### src/hw/rtl/sbq_pkg.sv
// shared types and constants for the stereo biquad filter core
`timescale 1ns / 1ps
`default_nettype none

package sbq_pkg;

    // coefficient format and register file
    localparam int COEF_BITS        = 18;
    localparam int NUM_COEFS        = 5;
    localparam int CFG_IDX_W        = 3;
    localparam int SAMPLE_BITS_DEF  = 24;
    localparam int COEF_FRAC_DEF    = 16;

    // reset value of the current-sample gain
    localparam logic [COEF_BITS-1:0] B0_RESET = 18'h10000;

    // register indexes
    typedef enum logic [CFG_IDX_W-1:0] {
        IDX_B0 = 3'd0,
        IDX_B1 = 3'd1,
        IDX_B2 = 3'd2,
        IDX_A1 = 3'd3,
        IDX_A2 = 3'd4
    } coef_idx_t;

    // the five shared coefficients
    typedef struct packed {
        logic [COEF_BITS-1:0] b0;
        logic [COEF_BITS-1:0] b1;
        logic [COEF_BITS-1:0] b2;
        logic [COEF_BITS-1:0] a1;
        logic [COEF_BITS-1:0] a2;
    } coef_t;

    // pipeline advance strobes sent to the lanes
    typedef struct packed {
        logic accept;
        logic adv_b;
        logic adv_o;
    } lane_ctrl_t;

endpackage

`default_nettype wire

### src/hw/rtl/sbq_coef_regs.sv
// coefficient register file written through the configuration port
`timescale 1ns / 1ps
`default_nettype none

module sbq_coef_regs (
    input  wire logic                               aclk,
    input  wire logic                               aresetn,
    input  wire logic                               cfg_we,
    input  wire logic [sbq_pkg::CFG_IDX_W-1:0]      cfg_idx,
    input  wire logic [sbq_pkg::COEF_BITS-1:0]      cfg_data,
    output sbq_pkg::coef_t                          coef
);

    sbq_pkg::coef_t coef_reg;
    sbq_pkg::coef_t coef_next;

    // index decode, out-of-range writes are dropped
    always_comb begin
        coef_next = coef_reg;
        if (cfg_we) begin
            unique case (cfg_idx)
                sbq_pkg::IDX_B0: coef_next.b0 = cfg_data;
                sbq_pkg::IDX_B1: coef_next.b1 = cfg_data;
                sbq_pkg::IDX_B2: coef_next.b2 = cfg_data;
                sbq_pkg::IDX_A1: coef_next.a1 = cfg_data;
                sbq_pkg::IDX_A2: coef_next.a2 = cfg_data;
                default:         coef_next    = coef_reg;
            endcase
        end
    end

    // register update with unity-gain reset
    always_ff @(posedge aclk) begin
        if (!aresetn) begin
            coef_reg.b0 <= sbq_pkg::B0_RESET;
            coef_reg.b1 <= '0;
            coef_reg.b2 <= '0;
            coef_reg.a1 <= '0;
            coef_reg.a2 <= '0;
        end else begin
            coef_reg <= coef_next;
        end
    end

    assign coef = coef_reg;

endmodule

`default_nettype wire

### config.mk
export PLATFORM = sky130hd
export DESIGN_NAME = sbq_coef_regs
export DESIGN_NICKNAME = d
export VERILOG_FILES = /design/src/hw/rtl/sbq_pkg.sv /design/src/hw/rtl/sbq_coef_regs.sv
export SDC_FILE = /design/constraint.sdc
export NUM_CORES = 1
export LEC_CHECK = 0
export ABC_CLOCK_PERIOD_IN_PS = 1400
export CAP_MARGIN = 20
export CORE_UTILIZATION = 62
export DETAILED_ROUTE_END_ITERATION = 12
export DONT_BUFFER_PORTS = 1
export PLACE_DENSITY = 0.79
export SYNTH_ARGS = -nofsm -noshare
export SYNTH_HDL_FRONTEND = slang
export SYNTH_SLANG_ARGS = --single-unit
### constraint.sdc
create_clock -name aclk -period 1.4 [get_ports aclk]
set_clock_uncertainty 0.1 [all_clocks]
set_input_delay 0.07 -clock aclk [delete_from_list [all_inputs] [get_ports aclk]]
set_output_delay 0.07 -clock aclk [all_outputs]
set_load 0.01 [all_outputs]
==> flow_summary.json, run 1 <==
{
  "vias": 2732,
  "path_class": "in2reg",
  "core_area_um2": 5140,
  "slew_headroom": 0.615,
  "route.detailed.wl_per_inst_um": 20.8,
  "worst-endpoint-required_ns": 1.54,
  "ant_nets": 0,
  "whs_ns": -0.0343,
  "globalplace.congestion": 0.751,
  "worst_pin_slew_ns": 0.578,
  "cts_sinks": 90,
  "grt_pass1_vias": 2812,
  "drc_errors": 0,
  "layout_setup_ws_ns": -0.0106,
  "fmax_ghz": 0.709,
  "top_usage_layer": "met2",
  "worstRegToRegCells": 3,
  "seq_area_um2": 1820,
  "root_buffer": "clkbuf_8",
  "dieWidth_um": 75.4,
  "hp-start": "cfg_idx[0]",
  "pwr-share-comb": 0.064,
  "drv_cap": 0,
  "ioPinCount": 114,
  "die_area_um2": 5690,
  "hold_class": "in2reg",
  "drive_above_1_share": 0.0951,
  "setup_violations": 3,
  "cts.path.max_buffers": 2,
  "antenna_found_initial": 0,
  "wirelength_um": 9970,
  "ys_warn_count": 0,
  "met3_usage": 0.101,
  "intPower_uw": 3830,
  "min_delay_path_depth": 3,
  "final_nets": 429,
  "critPathCaptureType": "flop",
  "synth_nets": 340,
  "use_met1": 0.380,
  "power_frac_seq": 0.542,
  "status": "finished with violations",
  "r2r_slack_ns": -0.01,
  "clkLatencyLatePin_ns": 0.35,
  "avgSynthCellArea_um2": 10.6,
  "fillers": 243,
  "worstSetupStartpoint": "cfg_data[4]",
  "r2r_start": "coef[74]$_SDFFE_PN0P_",
  "clkTransAtPathRegs_ns": 0.09,
  "h-tree-depth": 3,
  "via_per_inst": 5.69,
  "initial_utilization": 0.651,
  "num_antenna_cells": 0,
  "r2r-end": "coef[74]$_SDFFE_PN0P_",
  "firstDrtPassIters": 4,
  "ctsHoldBuffers": 95,
  "grt_pass1_wl_um": 13800,
  "power.switching_uw": 1120,
  "syn_area_um2": 3340,
  "seq_area_frac_synth": 0.539,
  "area_delta_synth_final_pct": 35.7,
  "chipHeight_um": 75.4,
  "power_leakage_uw": 0.00186,
  "slew_violations": 0,
  "worstPathArrival_ns": 1.55,
  "grt_max_degree": 61,
  "use_met2": 0.593,
  "failed_checks": "negative hold slack, negative setup slack",
  "drt-initial-drc-count": 152,
  "fin_crit_sh": 1.01,
  "ir_drop_mv": 0.727,
  "cp-endpoint": "coef[76]$_SDFFE_PN0P_",
  "rows": 26,
  "crit_fanout": 5,
  "p_clk_frac": 0.394,
  "switching_share": 0.227,
  "yosysUniqueCellTypes": 14,
  "synth-seq-cells": 90,
  "post-route-min-period_ns": 1.41,
  "worstSetupStartpointType": "input port",
  "cts_buffers": 9,
  "syn_inst": 316,
  "multi_input_comb_area_um2": 1390,
  "pre_cts_slack_ns": 0.393,
  "grt_util_all_layers": 0.342,
  "hold_viol": 14,
  "cts_tree": "yes",
  "hpwl_um": 4410,
  "power.total_uw": 4950,
  "grt_overflow": 0,
  "power_density_nw_per_um2": 1090,
  "io_buffers": 0,
  "largest_register_ffs": 90
}
-- worst min path at each step --
| stage | endpoint | slack (ns) |
|---|---|---|
| 6_report | coef[78]$_SDFFE_PN0P_ | -0.03 |
| 5_1_grt | coef[74]$_SDFFE_PN0P_ | -0.04 |
| 4_1_cts | coef[89]$_SDFFE_PN0P_ | -0.03 |
| 3_5_place_dp | coef[77]$_SDFFE_PN0P_ | 0.14 |
| 3_3_place_gp | coef[59]$_SDFFE_PN0P_ | 0.13 |
| 2_1_floorplan | coef[88]$_SDFFE_PN1P_ | 0.14 |
-- metal layers --
layer	part of all wire	vias to the layer above	routed length [um]
met4	0.035	0	350
met2	0.50	145	5000
met5	0	-	0
li1	-	1223	-
met1	0.37	1330	3660
met3	0.096	34	957
-- cells in the final DEF, fill, tap and decap left out --
cell	n
buf_4	3
clkbuf_8	10
nand4bb_1	2
nor2b_1	1
mux2i_1	90
and4bb_1	1
dlymetal6s4s_1	1
nand2_2	2
nand2_1	105
nor4b_4	1
clkbuf_1	4
bufinv_16	2
dfxtp_1	73
nor2b_2	1
buf_12	3
dlygate4sd3_1	93
nand4b_1	1
dfxtp_2	17
-- critical path: stages --
cell           delay [ns]
dlygate4sd3_1        0.54
nand2_1              0.24
mux2i_1              0.13
dlygate4sd3_1        0.57
-- power by group through the flow --
stage          Clock (uW)  Combinational, uW  Sequential, uW
3_3_place_gp            0                170            2740
3_5_place_dp            0                175            2740
5_1_grt              2060                332            2690
6_report             1950                317            2690
2_1_floorplan           0                186            2730
4_1_cts              1910                292            2680
-- repair_timing --
action,4_1_cts,5_1_grt
setup buffers,0,0
resized for setup,0,21
setup endpoints to repair,0,19
hold endpoints to repair,90,13
-- cell type report --
type                    instances  share of cell area
multi-input cells             204               0.306
clock inverters                 2              0.0132
well taps                      70              0.0193
repair buffers                100               0.226
flip-flops and latches         90               0.402
clock buffers                  14              0.0336
-- synthesized netlist by cell type (all sizes together) --
cell | instances | share of area
mux2i | 90 | 0.27
clkbuf | 5 | 0.0056
nor4b | 1 | 0.0045
and4bb | 1 | 0.0037
nand2 | 107 | 0.12
nand4bb | 2 | 0.0067
buf | 17 | 0.045
nor2b | 2 | 0.0037
nand4b | 1 | 0.0026
dfxtp | 90 | 0.54
-- metrics by stage --
| step | cell area, um^2 | setup TNS, ns | cells | utilization |
|---|---|---|---|---|
| final | 4540 | -0.0191 | 480 | 0.883 |
| after global routing | 4540 | -0.121 | 480 | 0.883 |
| after CTS | 4510 | 0 | 480 | 0.877 |
| after detailed placement | 3330 | 0 | 369 | 0.649 |
| after global placement | 3330 | 0 | 369 | 0.649 |
| after floorplan | 3340 | 0 | 316 | - |
-- kinds of logic after synthesis --
logic type | Yosys count | share of synthesized area
and+or+nand+nor | 114 | 0.141
muxes | 90 | 0.269
DFF | 90 | 0.539
buffers and inverters | 22 | 0.0505
Power figures use the tool's default switching activity.
==> run 2: changes to the inputs <==
- CORE_ASPECT_RATIO: not set -> 1.75
- CTS_CLUSTER_SIZE: not set -> 12
==> flow_summary.json, run 2 (same netlist as run 1, synthesis figures left out) <==
{
  "chipHeight_um": 99.2,
  "h-tree-depth": 3,
  "slew_headroom": 0.503,
  "fmax_ghz": 0.725,
  "worst-endpoint-required_ns": 1.57,
  "place_area_um2": 3320,
  "dieWidth_um": 57.5,
  "hold_class": "in2reg",
  "via_per_inst": 5.70,
  "layout_setup_ws_ns": 0.0214,
  "cp_slowest_stage_delay_ns": 0.58,
  "clkTransAtPathRegs_ns": 0.09,
  "placed_cells": 354,
  "cts_tree": "yes",
  "grt_pass1_vias": 2842,
  "power.total_uw": 4670,
  "power_leakage_uw": 0.00187,
  "cp_cell_sequence": "nand2_1 -> dlygate4sd3_1 -> mux2i_1",
  "core_area_um2": 5210,
  "stdcell_count": 467,
  "slew_violations": 0,
  "path_class": "reg2reg",
  "crit_buf_inv": 1,
  "grt_pass1_wl_um": 14600,
  "final_common_cell": "nand2_1",
  "root_buffer": "clkbuf_8",
  "critPathTopFamily": "buffers and inverters",
  "fin_crit_sh": 0.985,
  "rows": 35,
  "final_area_um2": 4510,
  "cts_setup_buffers": 0,
  "num_antenna_cells": 0,
  "pre_cts_slack_ns": 0.404,
  "clkLatencyLatePin_ns": 0.34,
  "wirelength_um": 9710,
  "io_buffers": 0,
  "ir_drop_mv": 0.810,
  "cts_buffers": 9,
  "antenna_found_initial": 0,
  "drv_cap": 0,
  "setup_violations": 0,
  "hpwl_um": 4630,
  "grt_overflow": 0,
  "route.detailed.wl_per_inst_um": 20.8,
  "globalplace.congestion": 0.744,
  "initial_utilization": 0.642,
  "worstPathArrival_ns": 1.55,
  "drive_above_1_share": 0.0898,
  "grt_max_degree": 61,
  "post-route-min-period_ns": 1.38,
  "crit_fanout": 2,
  "mostFrequentLayoutCells": "107 x nand2_1, 95 x dlygate4sd3_1, 90 x mux2i_1",
  "grt_util_all_layers": 0.349,
  "die_area_um2": 5700,
  "drt-initial-drc-count": 134,
  "power_density_nw_per_um2": 1040,
  "largest_register_ffs": 90,
  "ant_nets": 0,
  "vias": 2660,
  "whs_ns": 0.0629,
  "worstSetupStartpointType": "flop",
  "cp_slowest_cell": "dlygate4sd3_1",
  "hold_viol": 0,
  "status": "finished with violations",
  "cts.path.max_buffers": 2,
  "drc_errors": 10,
  "worst_pin_slew_ns": 0.745,
  "critPathCaptureType": "flop",
  "cts_sinks": 90,
  "ioPinCount": 114,
  "fillers": 265,
  "area_delta_synth_final_pct": 34.8,
  "final_nets": 431,
  "firstDrtPassIters": 9,
  "failed_checks": "design-rule violations"
}
-- run 2: repair_timing --
action | 4_1_cts | 5_1_grt
resized for setup | 0 | 16
hold buffers | 97 | 1
endpoints found under the setup margin | 0 | 28
hold endpoints to repair | 90 | 1
-- run 2: final cells by class --
type | instances | area, um^2 | share of cell area
multi-input combinational | 204 | 1380 | 0.307
clock buffer | 11 | 151 | 0.0336
timing repair buffer | 102 | 1050 | 0.232
tap | 55 | 68.8 | 0.0153
sequential | 90 | 1820 | 0.404
clock inverter | 5 | 37.5 | 0.00833
-- run 2: per-stage QoR --
step,util,TNS (ns)
floorplan,-,0
global placement,0.636,0
detailed placement,0.636,0
CTS,0.861,0
global route,0.865,-0.0504
finish,0.865,0
-- run 2: power by group --
group | internal [uW] | switching, uW | total (uW)
combinational | 159 | 163 | 322
sequential | 2610 | 68.1 | 2680
clock | 749 | 915 | 1660
total | 3520 | 1150 | 4670
-- run 2: routing by layer --
| metal | vias to the layer above | share of wire | GRT usage |
|---|---|---|---|
| met5 | - | 0 | 0 |
| met4 | 0 | 0.027 | 0.146 |
| met1 | 1315 | 0.35 | 0.340 |
| met2 | 100 | 0.57 | 0.664 |
| met3 | 20 | 0.060 | 0.0936 |
| li1 | 1225 | - | - |
-- run 2: path summary, 6_finish.rpt --
check	start	endpoint	slack [ns]	cells after the start
setup / recovery	coef[64]$_SDFFE_PN0P_	coef[64]$_SDFFE_PN0P_	0.02	3
hold / removal	cfg_we	coef[86]$_SDFFE_PN0P_	0.06	3
setup reg to reg	coef[64]$_SDFFE_PN0P_	coef[64]$_SDFFE_PN0P_	0.02	3
hold reg to reg	coef[11]$_SDFFE_PN0P_	coef[11]$_SDFFE_PN0P_	0.42	2
-- run 2: worst register-to-register path, stage by stage (launching register included) --
cell	delay (ns)
dfxtp_1	0.40
nand2_1	0.08
dlygate4sd3_1	0.58
mux2i_1	0.15
==> run 3: changes to the inputs <==
- CORE_UTILIZATION: 62 -> 65
- CTS_BUF_LIST: not set -> sky130_fd_sc_hd__clkbuf_8
- PLACE_DENSITY: 0.79 -> 0.82
- SETUP_SLACK_MARGIN: not set -> 0.5
==> flow_summary.json, run 3 (same netlist as run 1, synthesis figures left out) <==
{
  "cts_tree": "yes",
  "chipHeight_um": 96.9,
  "grt_overflow": 0,
  "hpwl_um": 4630,
  "vias": 2156,
  "worst_pin_slew_ns": 0.335,
  "ctsHoldBuffers": 1,
  "final_nets": 335,
  "h-tree-depth": 3,
  "min_delay_path_depth": 2,
  "ir_drop_mv": 1.13,
  "cts_sinks": 90,
  "wirelength_um": 6900,
  "fmax_ghz": 1.11,
  "met2_wirelength_um": 3630,
  "grt_util_all_layers": 0.261,
  "hold_viol": 90,
  "grt_pass1_wl_um": 10700,
  "path_class": "reg2out",
  "worstRegToRegCells": 2,
  "whs_ns": -0.242,
  "firstDrtPassIters": 5,
  "rsz0062_at_grt": "yes",
  "drc_errors": 0,
  "globalplace.congestion": 0.735,
  "switching_share": 0.216,
  "ant_nets": 0,
  "pwr-share-comb": 0.038,
  "largest_register_ffs": 90,
  "fillers": 347,
  "mostFrequentLayoutCells": "107 x nand2_1, 90 x mux2i_1, 75 x dfxtp_2",
  "highest_layer": "met4",
  "grt_max_degree": 110,
  "cts.path.max_buffers": 2,
  "area_delta_synth_final_pct": 10.7,
  "setup_violations": 0,
  "num_antenna_cells": 0,
  "power.switching_uw": 1040,
  "critPathCaptureType": "output port",
  "rows": 34,
  "cts_setup_buffers": 0,
  "route.detailed.wl_per_inst_um": 18.7,
  "intPower_uw": 3770,
  "root_buffer": "clkbuf_8",
  "power.total_uw": 4810,
  "met1Wirelength_um": 2580,
  "dieWidth_um": 56.2,
  "p_clk_frac": 0.408,
  "die_area_um2": 5450,
  "power_density_nw_per_um2": 1300,
  "pre_cts_slack_ns": 0.423,
  "ioPinCount": 114,
  "path_depth": 0,
  "via_per_inst": 5.83,
  "worstSetupStartpointType": "flop",
  "slew_violations": 0,
  "power_leakage_uw": 0.00166,
  "fin_crit_sh": 0.646,
  "core_area_um2": 4980,
  "layout_setup_ws_ns": 0.495,
  "drv_cap": 0,
  "cts_buffers": 9,
  "initial_utilization": 0.672,
  "failed_checks": "negative hold slack",
  "grt_pass1_vias": 2138,
  "clkLatencyLatePin_ns": 0.35,
  "drive_above_1_share": 0.351,
  "slew_headroom": 0.777,
  "dr_wl_met3_um": 524,
  "hold_class": "in2reg",
  "antenna_found_initial": 0,
  "crit_fanout": 2,
  "io_buffers": 0,
  "tns_ns": 0,
  "final_common_cell": "nand2_1",
  "post-route-min-period_ns": 0.905,
  "clkTransAtPathRegs_ns": 0.09,
  "power_frac_seq": 0.554,
  "worstPathArrival_ns": 0.73,
  "status": "finished with violations",
  "drt-initial-drc-count": 89,
  "worst-endpoint-required_ns": 1.23
}
-- run 3: cell types whose count changed in the layout (fill, tap and decap cells not counted), sizes merged --
| cell | before | now |
|---|---|---|
| clkinvlp | 2 | 0 |
| dlymetal6s4s | 1 | 0 |
| dlygate4sd3 | 95 | 1 |
| buf | 6 | 5 |
| bufinv | 0 | 2 |
-- run 3: cell type report --
cell class | count | area [um^2] | area share
Clock buffer | 11 | 151 | 0.0409
Clock inverter | 5 | 77.6 | 0.0209
Multi-Input combinational cell | 204 | 1380 | 0.373
Sequential cell | 90 | 1950 | 0.527
Tap cell | 54 | 67.6 | 0.0182
Timing Repair Buffer | 6 | 72.6 | 0.0196
-- run 3: power groups by stage --
stage / combinational, uW / clock (uW) / sequential (uW)
after detailed placement: 180 / 0 / 2740
after global routing: 197 / 2080 / 2670
after CTS: 183 / 1980 / 2690
after global placement: 175 / 0 / 2740
after floorplan: 188 / 0 / 2730
final: 182 / 1970 / 2670
-- run 3: metrics by stage --
stage          cells  cell area, um^2  utilization  hold WS [ns]
2_1_floorplan    316             3350            -         0.136
3_3_place_gp     353             3310        0.666         0.130
3_5_place_dp     353             3310        0.666         0.136
4_1_cts          370             3670        0.738        -0.259
5_1_grt          370             3700        0.744        -0.255
6_report         370             3700        0.744        -0.242
-- run 3: repair_timing --
action | in CTS | in global routing
gates resized for setup | 93 | 12
hold endpoints to repair | 90 | 90
setup endpoints to repair | 90 | 90
cloned | 0 | 0
pin swaps | 0 | 0
-- run 3: layer usage --
| layer | track usage | up-vias |
|---|---|---|
| met3 | 0.0976 | 13 |
| met1 | 0.268 | 1025 |
| met2 | 0.453 | 84 |
| met4 | 0.129 | 0 |
| li1 | - | 1034 |
| met5 | 0 | - |
-- run 3: worst paths after layout --
kind	start	end	slack (ns)
worst max-delay path	coef[68]$_SDFFE_PN0P_	coef[68]	0.50
worst min-delay path	aresetn	coef[42]$_SDFFE_PN0P_	-0.24
worst max register to register	coef[68]$_SDFFE_PN0P_	coef[68]$_SDFFE_PN0P_	0.62
worst min register to register	coef[64]$_SDFFE_PN0P_	coef[64]$_SDFFE_PN0P_	0.38
